==> src/rtl/mfp_pkg.sv <==
// shared constants, codes and types for the metric frame parser
`timescale 1ns / 1ps
package mfp_pkg;

   // frame layout limits
   localparam int METRIC_MAX = 64;
   localparam int ID_MAX     = 64;
   localparam int HASH_BYTES  = 32;
   localparam int COUNT_BYTES = 4;
   localparam int VALUE_BYTES = 8;

   // field widths
   localparam int DATA_W   = 8;
   localparam int KIND_W   = 3;
   localparam int POS_W    = 6;
   localparam int NUM_W    = 6;
   localparam int VALUE_W  = 64;
   localparam int IDLEN_W  = 6;
   localparam int COUNT_W  = 7;
   localparam int ERR_W    = 3;
   localparam int ACCUM_W  = 32;

   // configuration port
   localparam int CSR_INDEX_W = 1;
   localparam int CSR_DATA_W  = 8;
   localparam logic [CSR_INDEX_W-1:0] CSR_CODE_PRESENT     = 1'd0;
   localparam logic [CSR_INDEX_W-1:0] CSR_CODE_UNAVAILABLE = 1'd1;
   localparam logic [CSR_DATA_W-1:0]  CODE_PRESENT_RESET     = 8'd0;
   localparam logic [CSR_DATA_W-1:0]  CODE_UNAVAILABLE_RESET = 8'd1;

   // field kind codes
   localparam logic [KIND_W-1:0] KIND_HASH    = 3'd0;
   localparam logic [KIND_W-1:0] KIND_COUNT   = 3'd1;
   localparam logic [KIND_W-1:0] KIND_IDLEN   = 3'd2;
   localparam logic [KIND_W-1:0] KIND_IDCHAR  = 3'd3;
   localparam logic [KIND_W-1:0] KIND_STATE   = 3'd4;
   localparam logic [KIND_W-1:0] KIND_VALUE   = 3'd5;
   localparam logic [KIND_W-1:0] KIND_IGNORED = 3'd6;

   // error codes
   localparam logic [ERR_W-1:0] ERR_NONE        = 3'd0;
   localparam logic [ERR_W-1:0] ERR_TRUNCATED   = 3'd1;
   localparam logic [ERR_W-1:0] ERR_COUNT_LARGE = 3'd2;
   localparam logic [ERR_W-1:0] ERR_BAD_IDLEN   = 3'd3;
   localparam logic [ERR_W-1:0] ERR_BAD_STATE   = 3'd4;
   localparam logic [ERR_W-1:0] ERR_UNAVAIL_NZ  = 3'd5;
   localparam logic [ERR_W-1:0] ERR_TRAILING    = 3'd6;

   // parse phase, one-hot
   typedef enum logic [6:0] {
      PH_HASH   = 7'b0000001,
      PH_COUNT  = 7'b0000010,
      PH_IDLEN  = 7'b0000100,
      PH_IDCHAR = 7'b0001000,
      PH_STATE  = 7'b0010000,
      PH_VALUE  = 7'b0100000,
      PH_END    = 7'b1000000
   } phase_type;

   // one result item
   typedef struct packed {
      logic [KIND_W-1:0]  field_kind;
      logic [POS_W-1:0]   field_position;
      logic [NUM_W-1:0]   metric_number;
      logic [DATA_W-1:0]  byte_out;
      logic               record_done;
      logic               metric_present;
      logic [VALUE_W-1:0] metric_value;
      logic [IDLEN_W-1:0] id_length;
      logic [COUNT_W-1:0] metric_count;
      logic               frame_done;
      logic               frame_ok;
      logic [ERR_W-1:0]   error_code;
   } rsp_payload_type;

endpackage

==> src/rtl/mfp_if.sv <==
// valid/ready channel interfaces for the request and result items
`timescale 1ns / 1ps
interface mfp_req_if import mfp_pkg::*; ();
   logic              valid;
   logic              ready;
   logic [DATA_W-1:0] data_byte;
   logic              last_byte;

   modport source (output valid, data_byte, last_byte, input ready);
   modport sink   (input valid, data_byte, last_byte, output ready);
endinterface

interface mfp_rsp_if import mfp_pkg::*; ();
   logic               valid;
   logic               ready;
   logic [KIND_W-1:0]  field_kind;
   logic [POS_W-1:0]   field_position;
   logic [NUM_W-1:0]   metric_number;
   logic [DATA_W-1:0]  byte_out;
   logic               record_done;
   logic               metric_present;
   logic [VALUE_W-1:0] metric_value;
   logic [IDLEN_W-1:0] id_length;
   logic [COUNT_W-1:0] metric_count;
   logic               frame_done;
   logic               frame_ok;
   logic [ERR_W-1:0]   error_code;

   modport source (output valid, field_kind, field_position, metric_number, byte_out,
                   record_done, metric_present, metric_value, id_length, metric_count,
                   frame_done, frame_ok, error_code, input ready);
   modport sink   (input valid, field_kind, field_position, metric_number, byte_out,
                   record_done, metric_present, metric_value, id_length, metric_count,
                   frame_done, frame_ok, error_code, output ready);
endinterface

==> src/rtl/metric_frame_parser_top.sv <==
// metric frame parser: byte-wise classification and checking of a metric frame
`timescale 1ns / 1ps
// Usage:
//   req_chan carries one frame byte per item with last_byte set on the final byte.
//   rsp_chan returns exactly one result item per request item, in order: the byte's
//   field kind and position, record and frame verdicts.
//   csr_* writes the two state codes (index 0 present, index 1 unavailable); write
//   only while no item is in flight.
// Path: a taken request item loads the input register; the parse step sits between
//   it and the result register, which takes the parse result when it is empty or
//   rsp_chan.ready is high.
// Throughput: one item per cycle unless rsp_chan stalls; the whole parse step for a
//   byte is a single pass of shallow logic, so a new item is accepted every cycle.
// Reset: synchronous; clears the parse state, empties both registers and loads
//   code_present = 0, code_unavailable = 1.
// Stall: when rsp_chan.ready is low the result register holds, the input register
//   still takes one more item, and req_chan.ready drops once both are full.
// After the last byte of a frame the parse state returns to its start, so the
//   next byte begins a new frame; the code registers are kept.
module metric_frame_parser_top import mfp_pkg::*; (
   input  logic                   clock,
   input  logic                   reset,
   mfp_req_if.sink                req_chan,
   mfp_rsp_if.source              rsp_chan,
   input  logic                   csr_write_enable,
   input  logic [CSR_INDEX_W-1:0] csr_index,
   input  logic [CSR_DATA_W-1:0]  csr_write_data
);

   // configuration registers
   logic [CSR_DATA_W-1:0] code_present_ff, code_present_in;
   logic [CSR_DATA_W-1:0] code_unavail_ff, code_unavail_in;

   // input register
   logic              s1_valid_ff, s1_valid_in;
   logic [DATA_W-1:0] s1_byte_ff, s1_byte_in;
   logic              s1_last_ff, s1_last_in;

   // result register
   logic            rsp_valid_ff, rsp_valid_in;
   rsp_payload_type rsp_ff, rsp_in;

   // parse state
   phase_type          phase_ff, phase_in;
   logic [POS_W-1:0]   bif_ff, bif_in;
   logic [ACCUM_W-1:0] count_ff, count_in;
   logic               count_known_ff, count_known_in;
   logic [COUNT_W-1:0] metrics_left_ff, metrics_left_in;
   logic [NUM_W-1:0]   record_ff, record_in;
   logic [IDLEN_W-1:0] cur_len_ff, cur_len_in;
   logic               present_ff, present_in;
   logic [VALUE_W-1:0] value_ff, value_in;
   logic [ERR_W-1:0]   error_ff, error_in;

   // handshake
   logic req_take;
   logic out_load;
   logic advance;

   assign out_load = !rsp_valid_ff || rsp_chan.ready;
   assign advance  = s1_valid_ff && out_load;
   assign req_chan.ready = !s1_valid_ff || out_load;
   assign req_take = req_chan.valid && req_chan.ready;

   // configuration writes
   always_comb begin
      code_present_in = code_present_ff;
      code_unavail_in = code_unavail_ff;
      if (csr_write_enable) begin
         unique case (csr_index)
            CSR_CODE_PRESENT:     code_present_in = csr_write_data;
            CSR_CODE_UNAVAILABLE: code_unavail_in = csr_write_data;
         endcase
      end
   end

   // input and output register control
   always_comb begin
      s1_valid_in  = req_take ? 1'b1 : (advance ? 1'b0 : s1_valid_ff);
      s1_byte_in   = req_take ? req_chan.data_byte : s1_byte_ff;
      s1_last_in   = req_take ? req_chan.last_byte : s1_last_ff;
      rsp_valid_in = out_load ? s1_valid_ff : rsp_valid_ff;
   end

   // parse step for the byte in the input register
   always_comb begin
      phase_in        = phase_ff;
      bif_in          = bif_ff;
      count_in        = count_ff;
      count_known_in  = count_known_ff;
      metrics_left_in = metrics_left_ff;
      record_in       = record_ff;
      cur_len_in      = cur_len_ff;
      present_in      = present_ff;
      value_in        = value_ff;
      error_in        = error_ff;

      rsp_in                = '0;
      rsp_in.field_kind     = KIND_IGNORED;
      rsp_in.byte_out       = s1_byte_ff;

      unique case (phase_ff)
         PH_HASH: begin
            rsp_in.field_kind     = KIND_HASH;
            rsp_in.field_position = bif_ff;
            if (bif_ff == POS_W'(HASH_BYTES - 1)) begin
               bif_in   = '0;
               phase_in = PH_COUNT;
            end else begin
               bif_in = bif_ff + 1'b1;
            end
         end
         PH_COUNT: begin
            rsp_in.field_kind     = KIND_COUNT;
            rsp_in.field_position = bif_ff;
            count_in = {count_ff[ACCUM_W-DATA_W-1:0], s1_byte_ff};
            if (bif_ff == POS_W'(COUNT_BYTES - 1)) begin
               bif_in         = '0;
               count_known_in = 1'b1;
               if (count_in > ACCUM_W'(METRIC_MAX)) begin
                  error_in = ERR_COUNT_LARGE;
                  phase_in = PH_END;
               end else begin
                  metrics_left_in = count_in[COUNT_W-1:0];
                  phase_in = (count_in == '0) ? PH_END : PH_IDLEN;
               end
            end else begin
               bif_in = bif_ff + 1'b1;
            end
         end
         PH_IDLEN: begin
            rsp_in.field_kind    = KIND_IDLEN;
            rsp_in.metric_number = record_ff;
            if (s1_byte_ff == '0 || {1'b0, s1_byte_ff} >= (DATA_W + 1)'(ID_MAX)) begin
               error_in = ERR_BAD_IDLEN;
               phase_in = PH_END;
            end else begin
               cur_len_in       = s1_byte_ff[IDLEN_W-1:0];
               rsp_in.id_length = s1_byte_ff[IDLEN_W-1:0];
               bif_in           = '0;
               phase_in         = PH_IDCHAR;
            end
         end
         PH_IDCHAR: begin
            rsp_in.field_kind     = KIND_IDCHAR;
            rsp_in.metric_number  = record_ff;
            rsp_in.id_length      = cur_len_ff;
            rsp_in.field_position = bif_ff;
            if (POS_W'(bif_ff + 1'b1) == cur_len_ff) begin
               bif_in   = '0;
               phase_in = PH_STATE;
            end else begin
               bif_in = bif_ff + 1'b1;
            end
         end
         PH_STATE: begin
            rsp_in.field_kind    = KIND_STATE;
            rsp_in.metric_number = record_ff;
            rsp_in.id_length     = cur_len_ff;
            // a bad state is held until the value bytes have all arrived
            priority if (s1_byte_ff == code_present_ff) begin
               present_in = 1'b1;
            end else if (s1_byte_ff == code_unavail_ff) begin
               present_in = 1'b0;
            end else begin
               error_in = ERR_BAD_STATE;
            end
            value_in = '0;
            bif_in   = '0;
            phase_in = PH_VALUE;
         end
         PH_VALUE: begin
            rsp_in.field_kind     = KIND_VALUE;
            rsp_in.metric_number  = record_ff;
            rsp_in.id_length      = cur_len_ff;
            rsp_in.field_position = bif_ff;
            value_in = {value_ff[VALUE_W-DATA_W-1:0], s1_byte_ff};
            if (bif_ff == POS_W'(VALUE_BYTES - 1)) begin
               bif_in = '0;
               if (error_ff != ERR_NONE) begin
                  phase_in = PH_END;
               end else if (!present_ff && value_in != '0) begin
                  error_in = ERR_UNAVAIL_NZ;
                  phase_in = PH_END;
               end else begin
                  rsp_in.record_done    = 1'b1;
                  rsp_in.metric_present = present_ff;
                  rsp_in.metric_value   = value_in;
                  record_in       = record_ff + 1'b1;
                  metrics_left_in = metrics_left_ff - 1'b1;
                  phase_in = (metrics_left_ff == COUNT_W'(1)) ? PH_END : PH_IDLEN;
               end
            end else begin
               bif_in = bif_ff + 1'b1;
            end
         end
         // frame ended or error seen: bytes are tagged ignored; after a clean end they set ERR_TRAILING
         default: begin
            if (error_ff == ERR_NONE) begin
               error_in = ERR_TRAILING;
            end
         end
      endcase

      // declared count, saturated
      if (count_known_in) begin
         rsp_in.metric_count = (|count_in[ACCUM_W-1:COUNT_W]) ? '1 : count_in[COUNT_W-1:0];
      end

      // frame verdict on the last byte, then back to the frame start
      if (s1_last_ff) begin
         rsp_in.frame_done = 1'b1;
         rsp_in.error_code = (phase_in != PH_END) ? ERR_TRUNCATED : error_in;
         rsp_in.frame_ok   = (rsp_in.error_code == ERR_NONE);
         phase_in        = PH_HASH;
         bif_in          = '0;
         count_in        = '0;
         count_known_in  = 1'b0;
         metrics_left_in = '0;
         record_in       = '0;
         cur_len_in      = '0;
         present_in      = 1'b0;
         value_in        = '0;
         error_in        = ERR_NONE;
      end
   end

   // control registers
   always_ff @(posedge clock) begin
      if (reset) begin
         code_present_ff <= CODE_PRESENT_RESET;
         code_unavail_ff <= CODE_UNAVAILABLE_RESET;
         s1_valid_ff     <= 1'b0;
         rsp_valid_ff    <= 1'b0;
         phase_ff        <= PH_HASH;
         bif_ff          <= '0;
         count_ff        <= '0;
         count_known_ff  <= 1'b0;
         metrics_left_ff <= '0;
         record_ff       <= '0;
         cur_len_ff      <= '0;
         present_ff      <= 1'b0;
         value_ff        <= '0;
         error_ff        <= ERR_NONE;
      end else begin
         code_present_ff <= code_present_in;
         code_unavail_ff <= code_unavail_in;
         s1_valid_ff     <= s1_valid_in;
         rsp_valid_ff    <= rsp_valid_in;
         if (advance) begin
            phase_ff        <= phase_in;
            bif_ff          <= bif_in;
            count_ff        <= count_in;
            count_known_ff  <= count_known_in;
            metrics_left_ff <= metrics_left_in;
            record_ff       <= record_in;
            cur_len_ff      <= cur_len_in;
            present_ff      <= present_in;
            value_ff        <= value_in;
            error_ff        <= error_in;
         end
      end
   end

   // payload registers
   always_ff @(posedge clock) begin
      s1_byte_ff <= s1_byte_in;
      s1_last_ff <= s1_last_in;
      if (advance) begin
         rsp_ff <= rsp_in;
      end
   end

   // result channel
   assign rsp_chan.valid          = rsp_valid_ff;
   assign rsp_chan.field_kind     = rsp_ff.field_kind;
   assign rsp_chan.field_position = rsp_ff.field_position;
   assign rsp_chan.metric_number  = rsp_ff.metric_number;
   assign rsp_chan.byte_out       = rsp_ff.byte_out;
   assign rsp_chan.record_done    = rsp_ff.record_done;
   assign rsp_chan.metric_present = rsp_ff.metric_present;
   assign rsp_chan.metric_value   = rsp_ff.metric_value;
   assign rsp_chan.id_length      = rsp_ff.id_length;
   assign rsp_chan.metric_count   = rsp_ff.metric_count;
   assign rsp_chan.frame_done     = rsp_ff.frame_done;
   assign rsp_chan.frame_ok       = rsp_ff.frame_ok;
   assign rsp_chan.error_code     = rsp_ff.error_code;

endmodule
==> src/flat_wrapper.sv <==
// flat-port wrapper written by rule: the top's interface ports become plain ports
module metric_frame_parser_top_flat import mfp_pkg::*;
  (clock, reset, csr_write_enable, csr_index, csr_write_data, req_chan_valid, req_chan_data_byte, req_chan_last_byte, req_chan_ready, rsp_chan_valid, rsp_chan_field_kind, rsp_chan_field_position, rsp_chan_metric_number, rsp_chan_byte_out, rsp_chan_record_done, rsp_chan_metric_present, rsp_chan_metric_value, rsp_chan_id_length, rsp_chan_metric_count, rsp_chan_frame_done, rsp_chan_frame_ok, rsp_chan_error_code, rsp_chan_ready);
  mfp_req_if req_chan_i ();
  mfp_rsp_if rsp_chan_i ();
  input  logic clock;
  input  logic reset;
  input  logic csr_write_enable;
  input  logic [CSR_INDEX_W-1:0] csr_index;
  input  logic [CSR_DATA_W-1:0] csr_write_data;
  input wire logic [$bits(req_chan_i.valid)-1:0] req_chan_valid;
  input wire logic [$bits(req_chan_i.data_byte)-1:0] req_chan_data_byte;
  input wire logic [$bits(req_chan_i.last_byte)-1:0] req_chan_last_byte;
  output wire logic [$bits(req_chan_i.ready)-1:0] req_chan_ready;
  output wire logic [$bits(rsp_chan_i.valid)-1:0] rsp_chan_valid;
  output wire logic [$bits(rsp_chan_i.field_kind)-1:0] rsp_chan_field_kind;
  output wire logic [$bits(rsp_chan_i.field_position)-1:0] rsp_chan_field_position;
  output wire logic [$bits(rsp_chan_i.metric_number)-1:0] rsp_chan_metric_number;
  output wire logic [$bits(rsp_chan_i.byte_out)-1:0] rsp_chan_byte_out;
  output wire logic [$bits(rsp_chan_i.record_done)-1:0] rsp_chan_record_done;
  output wire logic [$bits(rsp_chan_i.metric_present)-1:0] rsp_chan_metric_present;
  output wire logic [$bits(rsp_chan_i.metric_value)-1:0] rsp_chan_metric_value;
  output wire logic [$bits(rsp_chan_i.id_length)-1:0] rsp_chan_id_length;
  output wire logic [$bits(rsp_chan_i.metric_count)-1:0] rsp_chan_metric_count;
  output wire logic [$bits(rsp_chan_i.frame_done)-1:0] rsp_chan_frame_done;
  output wire logic [$bits(rsp_chan_i.frame_ok)-1:0] rsp_chan_frame_ok;
  output wire logic [$bits(rsp_chan_i.error_code)-1:0] rsp_chan_error_code;
  input wire logic [$bits(rsp_chan_i.ready)-1:0] rsp_chan_ready;
  assign req_chan_i.valid = req_chan_valid;
  assign req_chan_i.data_byte = req_chan_data_byte;
  assign req_chan_i.last_byte = req_chan_last_byte;
  assign req_chan_ready = req_chan_i.ready;
  assign rsp_chan_valid = rsp_chan_i.valid;
  assign rsp_chan_field_kind = rsp_chan_i.field_kind;
  assign rsp_chan_field_position = rsp_chan_i.field_position;
  assign rsp_chan_metric_number = rsp_chan_i.metric_number;
  assign rsp_chan_byte_out = rsp_chan_i.byte_out;
  assign rsp_chan_record_done = rsp_chan_i.record_done;
  assign rsp_chan_metric_present = rsp_chan_i.metric_present;
  assign rsp_chan_metric_value = rsp_chan_i.metric_value;
  assign rsp_chan_id_length = rsp_chan_i.id_length;
  assign rsp_chan_metric_count = rsp_chan_i.metric_count;
  assign rsp_chan_frame_done = rsp_chan_i.frame_done;
  assign rsp_chan_frame_ok = rsp_chan_i.frame_ok;
  assign rsp_chan_error_code = rsp_chan_i.error_code;
  assign rsp_chan_i.ready = rsp_chan_ready;
  metric_frame_parser_top u_core (.clock(clock), .reset(reset), .req_chan(req_chan_i), .rsp_chan(rsp_chan_i), .csr_write_enable(csr_write_enable), .csr_index(csr_index), .csr_write_data(csr_write_data));
endmodule
==> config.mk <==
export PLATFORM = sky130hd
export DESIGN_NAME = metric_frame_parser_top_flat
export DESIGN_NICKNAME = d
export VERILOG_FILES = /design/src/rtl/mfp_pkg.sv /design/src/rtl/mfp_if.sv /design/src/rtl/metric_frame_parser_top.sv /design/src/flat_wrapper.sv
export SDC_FILE = /design/constraint.sdc
export NUM_CORES = 1
export LEC_CHECK = 0
export BUFFER_PORTS_ARGS = -buffer_cell sky130_fd_sc_hd__buf_4
export CORE_MARGIN = 4
export CORE_UTILIZATION = 63
export DETAILED_ROUTE_END_ITERATION = 10
export GPL_TIMING_DRIVEN = 0
export PLACE_DENSITY = 0.85
export SETUP_SLACK_MARGIN = 0.1
export SKIP_CTS_REPAIR_TIMING = 1
export SYNTH_ARGS = -nofsm -noshare
export SYNTH_HDL_FRONTEND = slang
export SYNTH_SLANG_ARGS = --single-unit
==> constraint.sdc <==
create_clock -name clock -period 15.06 [get_ports clock]
set_input_delay 0.753 -clock clock [delete_from_list [all_inputs] [get_ports clock]]
set_output_delay 0.753 -clock clock [all_outputs]
set_load 0.02 [all_outputs]
==> results.md, run 1 <==
* Most frequent CP cell: clkbuf_1
* DR vias/cell at 6.30
* Most frequent cells in the layout: dfxtp_1 (143), buf_4 (128), edfxtp_1 (116)
* Synthesis-stage register bit count at 259
* Synth unique cells at 70
* Total power at 1.49 mW
* Startpoint types: register
* Syn_area_per_cell at 10.1 um2
* Starting DRT DRC Count at 1019
* Status: complete, no violations
* P_leak at 4.91 nW
* Crit path required time at 15440 ps
* Global-route wire length before repair at 46.2 mm
* Routed len/inst at 19.5 um
* CTS tree: built
* Area of the multi-input gates at 4320 um2
* Syn_nets at 1117
* Slew Limit Fails at 0
* Residual DRC at 0
* Number of I/O pins at 132
* Total of fill cells in the finished design at 1163
* Area Overhead vs Synth at 19.1%
* Clock Pin Slew Worst Setup and Hold Paths at 60 ps
* Crit path largest cell delay at 630 ps
* Core area at 17200 um2
* Crit-path cells: clkbuf_1 -> nor4_1 -> nand4_1 -> o41ai_4 -> clkbuf_1 -> clkbuf_1 -> and3_1
* Max-Cap Viols at 0
* Gr usage total at 0.288
* Setup TNS at 0 ps
* Cell family contributing the most delay on the critical path: buffers and inverters
* R2R Setup Slk at 11640 ps
* Ant diodes at 0
* CTS max path bufs at 3
* Post-synthesis sequential area ratio at 0.576
* Most common cell after layout, fill and taps aside: dfxtp_1
* Rows at 48
* CP Max Fanout at 10
* Clock Sink Count at 259
* CP Buf/Inv Count at 3
* DP Wirelength at 20.3 mm
* Die Span Y at 140 um
* Tcrit/Tclk final at 0.227
* Vias in the first global route at 8704
* Grt ovf at 0
* Max Fclk at 292 MHz
* Register area at 6350 um2
* Clock latency on the worst-skew pair at 530 ps
* TritonRoute pass-1 iters at 6
* Initial antenna violation count at 0
* CTS buffer count at 26
* Buffers added on ports at 128
* Via count at 9398
* Asr flop ratio synth at 0
* Largest net degree at the start of global routing at 60
* CP arrival at 3800 ps
* Top cells by area, synth: edfxtp_1 (32%), dfxtp_1 (26%), and3_1 (4.2%)
* Worst VDD drop at 0.0997 mV
* Cell area after synthesis at 11000 um2
* Cell Pwr Density at 114 nW/um2
* Synth area leader: edfxtp_1
* Layout cells sized above 1 at 0.155
* Gate Count Post-Synth at 1090
* Main synth FF type: dfxtp_1
* Hold crit path type: in2reg
* Crit path time final at 3420 ps
* Max transition margin at 0.366
* Die W at 140 um
* RSZ-0062 raised after global routing: no
* Die area at 19700 um2
* Drt total wl at 29.1 mm
* Clock root buffer: clkbuf_16
* Nets@finish at 1274
* Clock Skews at 10.4 ps
* Synth top area share at 0.316
* CTS H-tree depth at 1
* Post-synth EDFFs at 116
* Slew @ Worst Pin at 944 ps
* Initial core utilization at 0.639
* Endpoints failing hold at 0
* Setup Viol. Count Final at 0
* Setup crit end kind: register
* Routability cong. at 0.963
* Routed Antenna Nets at 0
* Crit-path slowest cell: nor4_1
* Yosys Warn Count at 0
* Setup CP Type: reg2reg
[layer usage]
metal | global-route usage | part of all wire
met5 | 0 | 0
met4 | 0.0847 | 0.026
met3 | 0.0567 | 0.11
met2 | 0.453 | 0.47
met1 | 0.409 | 0.40
[final cells by class]
| type | count | share of cell area |
|---|---|---|
| Sequential cell | 259 | 0.484 |
| Tap cell | 225 | 0.0214 |
| Clock inverter | 9 | 0.00715 |
| Buffer | 83 | 0.0255 |
| Inverter | 6 | 0.00172 |
| Clock buffer | 39 | 0.0563 |
| Timing Repair Buffer | 129 | 0.0753 |
| Multi-Input combinational cell | 742 | 0.329 |
[worst register-to-register path, cell delays in order, from the launching register on]
cell and delay [ps]:
edfxtp_1 380, clkbuf_1 340, nor4_1 630, nand4_1 260, o41ai_4 500, clkbuf_1 530, clkbuf_1 370, and3_1 270
[cells in the mapped netlist, drive strengths merged, types with 10 or more instances]
| cell type | number |
|---|---|
| dfxtp | 143 |
| edfxtp | 116 |
| nand2 | 113 |
| nor2 | 93 |
| a21oi | 91 |
| nand3 | 80 |
| and3 | 74 |
| clkbuf | 71 |
| a22oi | 41 |
| nor4 | 29 |
| o21ai | 28 |
| xor2 | 27 |
| nor3 | 16 |
| a31oi | 14 |
| and2 | 12 |
| buf | 12 |
| mux2i | 11 |
| nand2b | 11 |
| nand4 | 11 |
| nand3b | 10 |
[flip-flops by register name, summed over array words and instances (netlist names), 3 cells and up]
name and cells:
u_core.rsp_chan.field_position 6, u_core.rsp_chan.metric_number 6, u_core.metrics_left_ff 7, u_core.count_ff 32, u_core.rsp_chan.error_code 3, u_core.code_present_ff 8
u_core.cur_len_ff 6, u_core.code_unavail_ff 8, u_core.rsp_chan.metric_value 64, u_core.rsp_chan.field_kind 3, u_core.s1_byte_ff 8, u_core.rsp_chan.id_length 6
u_core.bif_ff 6, u_core.error_ff 3, u_core.record_ff 6, u_core.rsp_chan.byte_out 8, u_core.value_ff 56, u_core.phase_ff 7
u_core.rsp_chan.metric_count 7
[final timing paths]
check,start,to,depth (start not counted)
setup / recovery,u_core.s1_byte_ff[7]$_DFFE_PP_,u_core.rsp_chan.metric_value[61]$_SDFFCE_PP0P_,7
hold / removal,req_chan_data_byte[5],u_core.s1_byte_ff[5]$_DFFE_PP_,1
setup reg to reg,u_core.s1_byte_ff[7]$_DFFE_PP_,u_core.rsp_chan.metric_value[61]$_SDFFCE_PP0P_,7
hold reg to reg,u_core.s1_byte_ff[7]$_DFFE_PP_,u_core.rsp_chan.byte_out[7]$_DFFE_PP_,0
[through the flow]
step / utilization / hold WS [ps] / instances / worst slack, ps / cell area (um2)
floorplan: - / 424 / 1090 / 9730 / 11000
global placement: 0.711 / 428 / 1443 / 7990 / 12300
detailed placement: 0.713 / 439 / 1444 / 11800 / 12300
CTS: 0.761 / 388 / 1492 / 11750 / 13100
global route: 0.761 / 385 / 1492 / 11610 / 13100
finish: 0.761 / 402 / 1492 / 11640 / 13100
[cell families after synthesis]
kind of cell / count (synthesis) / share of synthesized area
mux: 11 / 0.00999
xor+xnor: 32 / 0.0254
buf+inv: 89 / 0.0321
compound gates: 215 / 0.126
simple gates: 480 / 0.226
flops: 259 / 0.576
fa+ha+maj: 4 / 0.00454
[where the power goes]
part	total, mW	switching (mW)	leakage (nW)	internal (mW)
sequential	0.761	0.00810	2.19	0.752
combinational	0.106	0.0704	2.31	0.0359
clock	0.625	0.266	0.407	0.359
total	1.49	0.344	4.91	1.15
(Power assumes the default switching activity.)
==> run 2: changes to the inputs <==
CORE_UTILIZATION = 52   (was 63)
PLACE_DENSITY = 0.75   (was 0.85)
clock period = 2.8 ns   (was 15.06 ns; I/O delays follow)
==> run 2 against run 1 <==
  * Sequential power increased to 5.4 times the previous value
  * Worst setup slack got worse by 12000 ps
  * Register-to-register slack lost 12000 ps
  * Routed wire length up 2.7%
  * Worst hold slack worse by 370 ps
  * Cell count grew 5.7%
  * First-iteration DRC count decreased by 8.9%
  * Total power rose to 5.5 times the previous value
  * Sequential share of layout area decreased by 2.3 points
  * Critical path depth is 2 higher
  * Largest cell class unchanged
  * Largest power group unchanged
==> results.md, run 2 (synthesized netlist as in run 1, its figures left out) <==
* Status: complete, no violations (unchanged)
* Initial core utilization at 0.536 (was 0.639)
* Largest net degree at the start of global routing at 117 (was 60)
* Hold Slack at 28.7 ps (was 402 ps)
* Routed len/inst at 18.9 um (was 19.5 um)
* Crit-path slowest cell: dfxtp_2 (was nor4_1)
* P_leak at 5.22 nW (was 4.91 nW)
* Slew @ Worst Pin at 915 ps (was 944 ps)
* CP arrival at 3000 ps (was 3800 ps)
* Crit path time final at 2700 ps (was 3420 ps)
* Setup CP Type: reg2reg (unchanged)
* CP Buf/Inv Count at 1 (was 3)
* RSZ-0062 raised after global routing: yes (was no)
* Die area at 23600 um2 (was 19700 um2)
* Clock Power Share at 0.424 (was 0.419)
* Initial antenna violation count at 0 (unchanged)
* Met2 Usage GRT at 0.368 (was 0.453)
* Setup Viol. Count Final at 0 (unchanged)
* Die W at 154 um (was 140 um)
* Most common cell after layout, fill and taps aside: buf_4 (was dfxtp_1)
* Routability cong. at 0.926 (was 0.963)
* Max-Cap Viols at 0 (unchanged)
* Drt total wl at 29.9 mm (was 29.1 mm)
* Nets@finish at 1313 (was 1274)
* Layout cells sized above 1 at 0.210 (was 0.155)
* Ant diodes at 0 (unchanged)
* CTS tree: built (unchanged)
* Grt ovf at 0 (unchanged)
* Vias in the first global route at 8528 (was 8704)
* Residual DRC at 0 (unchanged)
* Buffers added on ports at 128 (unchanged)
* Worst setup startpoint: u_core.bif_ff[0]$_SDFFE_PP0P_ (was u_core.s1_byte_ff[7]$_DFFE_PP_)
* Slew Limit Fails at 0 (unchanged)
* Worst Setup Slack, final at 98.7 ps (was 11640 ps)
* Area Overhead vs Synth at 25.2% (was 19.1%)
* Cell family contributing the most delay on the critical path: simple AND/OR/NAND/NOR gates (was buffers and inverters)
* Clock Sink Count at 259 (unchanged)
* Crit path required time at 3100 ps (was 15440 ps)
* Crit-path cells: ha_4 -> nor4b_4 -> nand4_1 -> nor4_4 -> buf_4 -> nand2_2 -> o221ai_2 -> nand3b_1 -> and4bb_1 (was clkbuf_1 -> nor4_1 -> nand4_1 -> o41ai_4 -> clkbuf_1 -> clkbuf_1 -> and3_1)
* Max transition margin at 0.390 (was 0.366)
* Clock latency on the worst-skew pair at 540 ps (was 530 ps)
* Dpl ws at -483 ps (was 11800 ps)
* Setup TNS at 0 ps (unchanged)
* Clock Pin Slew Worst Setup and Hold Paths at 60 ps (about the same)
* DP Wirelength at 20.2 mm (was 20.3 mm)
* CTS H-tree depth at 1 (unchanged)
* Via count at 9348 (was 9398)
* Routed Antenna Nets at 0 (unchanged)
* Comb power frac at 0.076 (was 0.071)
* DR vias/cell at 5.93 (was 6.30)
* Crit path largest cell delay at 410 ps (was 630 ps)
* CTS buffer count at 27 (was 26)
* Grt peak-use layer: met2 (unchanged)
* P_int at 6.26 mW (was 1.15 mW)
* GRT met3 Usage at 0.0391 (was 0.0567)
* Clock root buffer: clkbuf_16 (unchanged)
* Setup crit end kind: register (unchanged)
* TritonRoute pass-1 iters at 5 (was 6)
* Die Span Y at 154 um (was 140 um)
* Endpoints failing hold at 0 (unchanged)
* Sw Pwr at 1.93 mW (was 0.344 mW)
* Worst VDD drop at 0.512 mV (was 0.0997 mV)
* Startpoint types: register (unchanged)
* Number of I/O pins at 132 (unchanged)
* Hold crit path type: in2reg (unchanged)
* Starting DRT DRC Count at 928 (was 1019)
* CTS max path bufs at 3 (unchanged)
* Gr usage total at 0.238 (was 0.288)
* Met1 GRT Util at 0.353 (was 0.409)
* Global-route wire length before repair at 46.4 mm (was 46.2 mm)
* Worst r2r src: u_core.bif_ff[0]$_SDFFE_PP0P_ (was u_core.s1_byte_ff[7]$_DFFE_PP_)
* Core area at 20600 um2 (was 17200 um2)
* Seq pwr share at 0.500 (was 0.510)
* Max Fclk at 370 MHz (was 292 MHz)
* Clock Skews at 10.1 ps (was 10.4 ps)
* Cell Pwr Density at 593 nW/um2 (was 114 nW/um2)
* Net Sw Frac at 0.235 (was 0.231)
* Hold Path Origin: csr_index (was req_chan_data_byte[5])
* Most frequent cells in the layout: buf_4 (147), dfxtp_1 (141), edfxtp_1 (116) (was dfxtp_1 (143), buf_4 (128), edfxtp_1 (116))
* Total of fill cells in the finished design at 1627 (was 1163)
* R2R Setup Slk at 100 ps (was 11640 ps)
* CP Max Fanout at 6 (was 10)
* Tcrit/Tclk final at 0.965 (was 0.227)
* Max reg flops at 64 (unchanged)
* Rows at 52 (was 48)
==> run 2: cell types whose count changed in the layout (fill, tap and decap cells not counted), moves of 3 or more <==
cell | previous run | this run
buf_1 | 6 | 2
buf_2 | 4 | 7
nor4_1 | 26 | 21
clkinv_2 | 4 | 7
nor3_1 | 15 | 11
clkbuf_2 | 0 | 24
nor2_1 | 92 | 89
nor3_2 | 1 | 4
buf_4 | 128 | 147
clkbuf_1 | 79 | 49
nor4_4 | 1 | 4
clkinv_1 | 1 | 4
dlygate4sd3_1 | 0 | 19
==> run 2: area by class of cell <==
| class | instances | area [um2] | share of cell area |
|---|---|---|---|
| sequential | 259 | 6350 | 0.460 |
| multi-input combinational | 742 | 4520 | 0.328 |
| timing repair buffer | 167 | 1300 | 0.0944 |
| clock buffer | 35 | 746 | 0.0540 |
| buffer | 83 | 397 | 0.0287 |
| tap | 270 | 338 | 0.0245 |
| clock inverter | 15 | 124 | 0.00898 |
| inverter | 6 | 22.5 | 0.00163 |
==> run 2: metrics by stage <==
step                power [mW]  cell area, um2  std cells  utilization
floorplan                 4.49           11000       1090            -
global placement          4.73           12300       1488        0.599
detailed placement        4.74           12300       1488        0.600
CTS                       8.17           13200       1538        0.642
global route              8.44           13800       1577        0.671
finish                    8.19           13800       1577        0.671
==> run 2: worst paths after layout <==
check / to / cells after the start
worst max-delay path: u_core.rsp_chan.frame_ok$_SDFFCE_PN0P_ / 9
worst min-delay path: u_core.code_unavail_ff[2]$_SDFFE_PP0P_ / 3
worst max register to register: u_core.rsp_chan.frame_ok$_SDFFCE_PN0P_ / 9
worst min register to register: u_core.rsp_chan.byte_out[7]$_DFFE_PP_ / 0
==> run 2: worst register-to-register path: stages (launching register included) <==
cell and delay, ps:
dfxtp_2 410, ha_4 200, nor4b_4 360, nand4_1 290
nor4_4 300, buf_4 170, nand2_2 90, o221ai_2 180
nand3b_1 230, and4bb_1 220
==> run 2: power groups by stage <==
stage	Sequential, mW	Combinational (mW)	Clock, mW
after global placement	4.17	0.556	0
final	4.09	0.623	3.47
after CTS	4.09	0.567	3.51
after detailed placement	4.17	0.564	0
after floorplan	4.27	0.227	0
after global routing	4.10	0.659	3.68
==> run 2: metal layers <==
layer | wire length [um] | up-vias
li1 | - | 4383
met1 | 12900 | 4456
met2 | 13700 | 448
met3 | 2630 | 61
met4 | 668 | 0
met5 | 0 | -
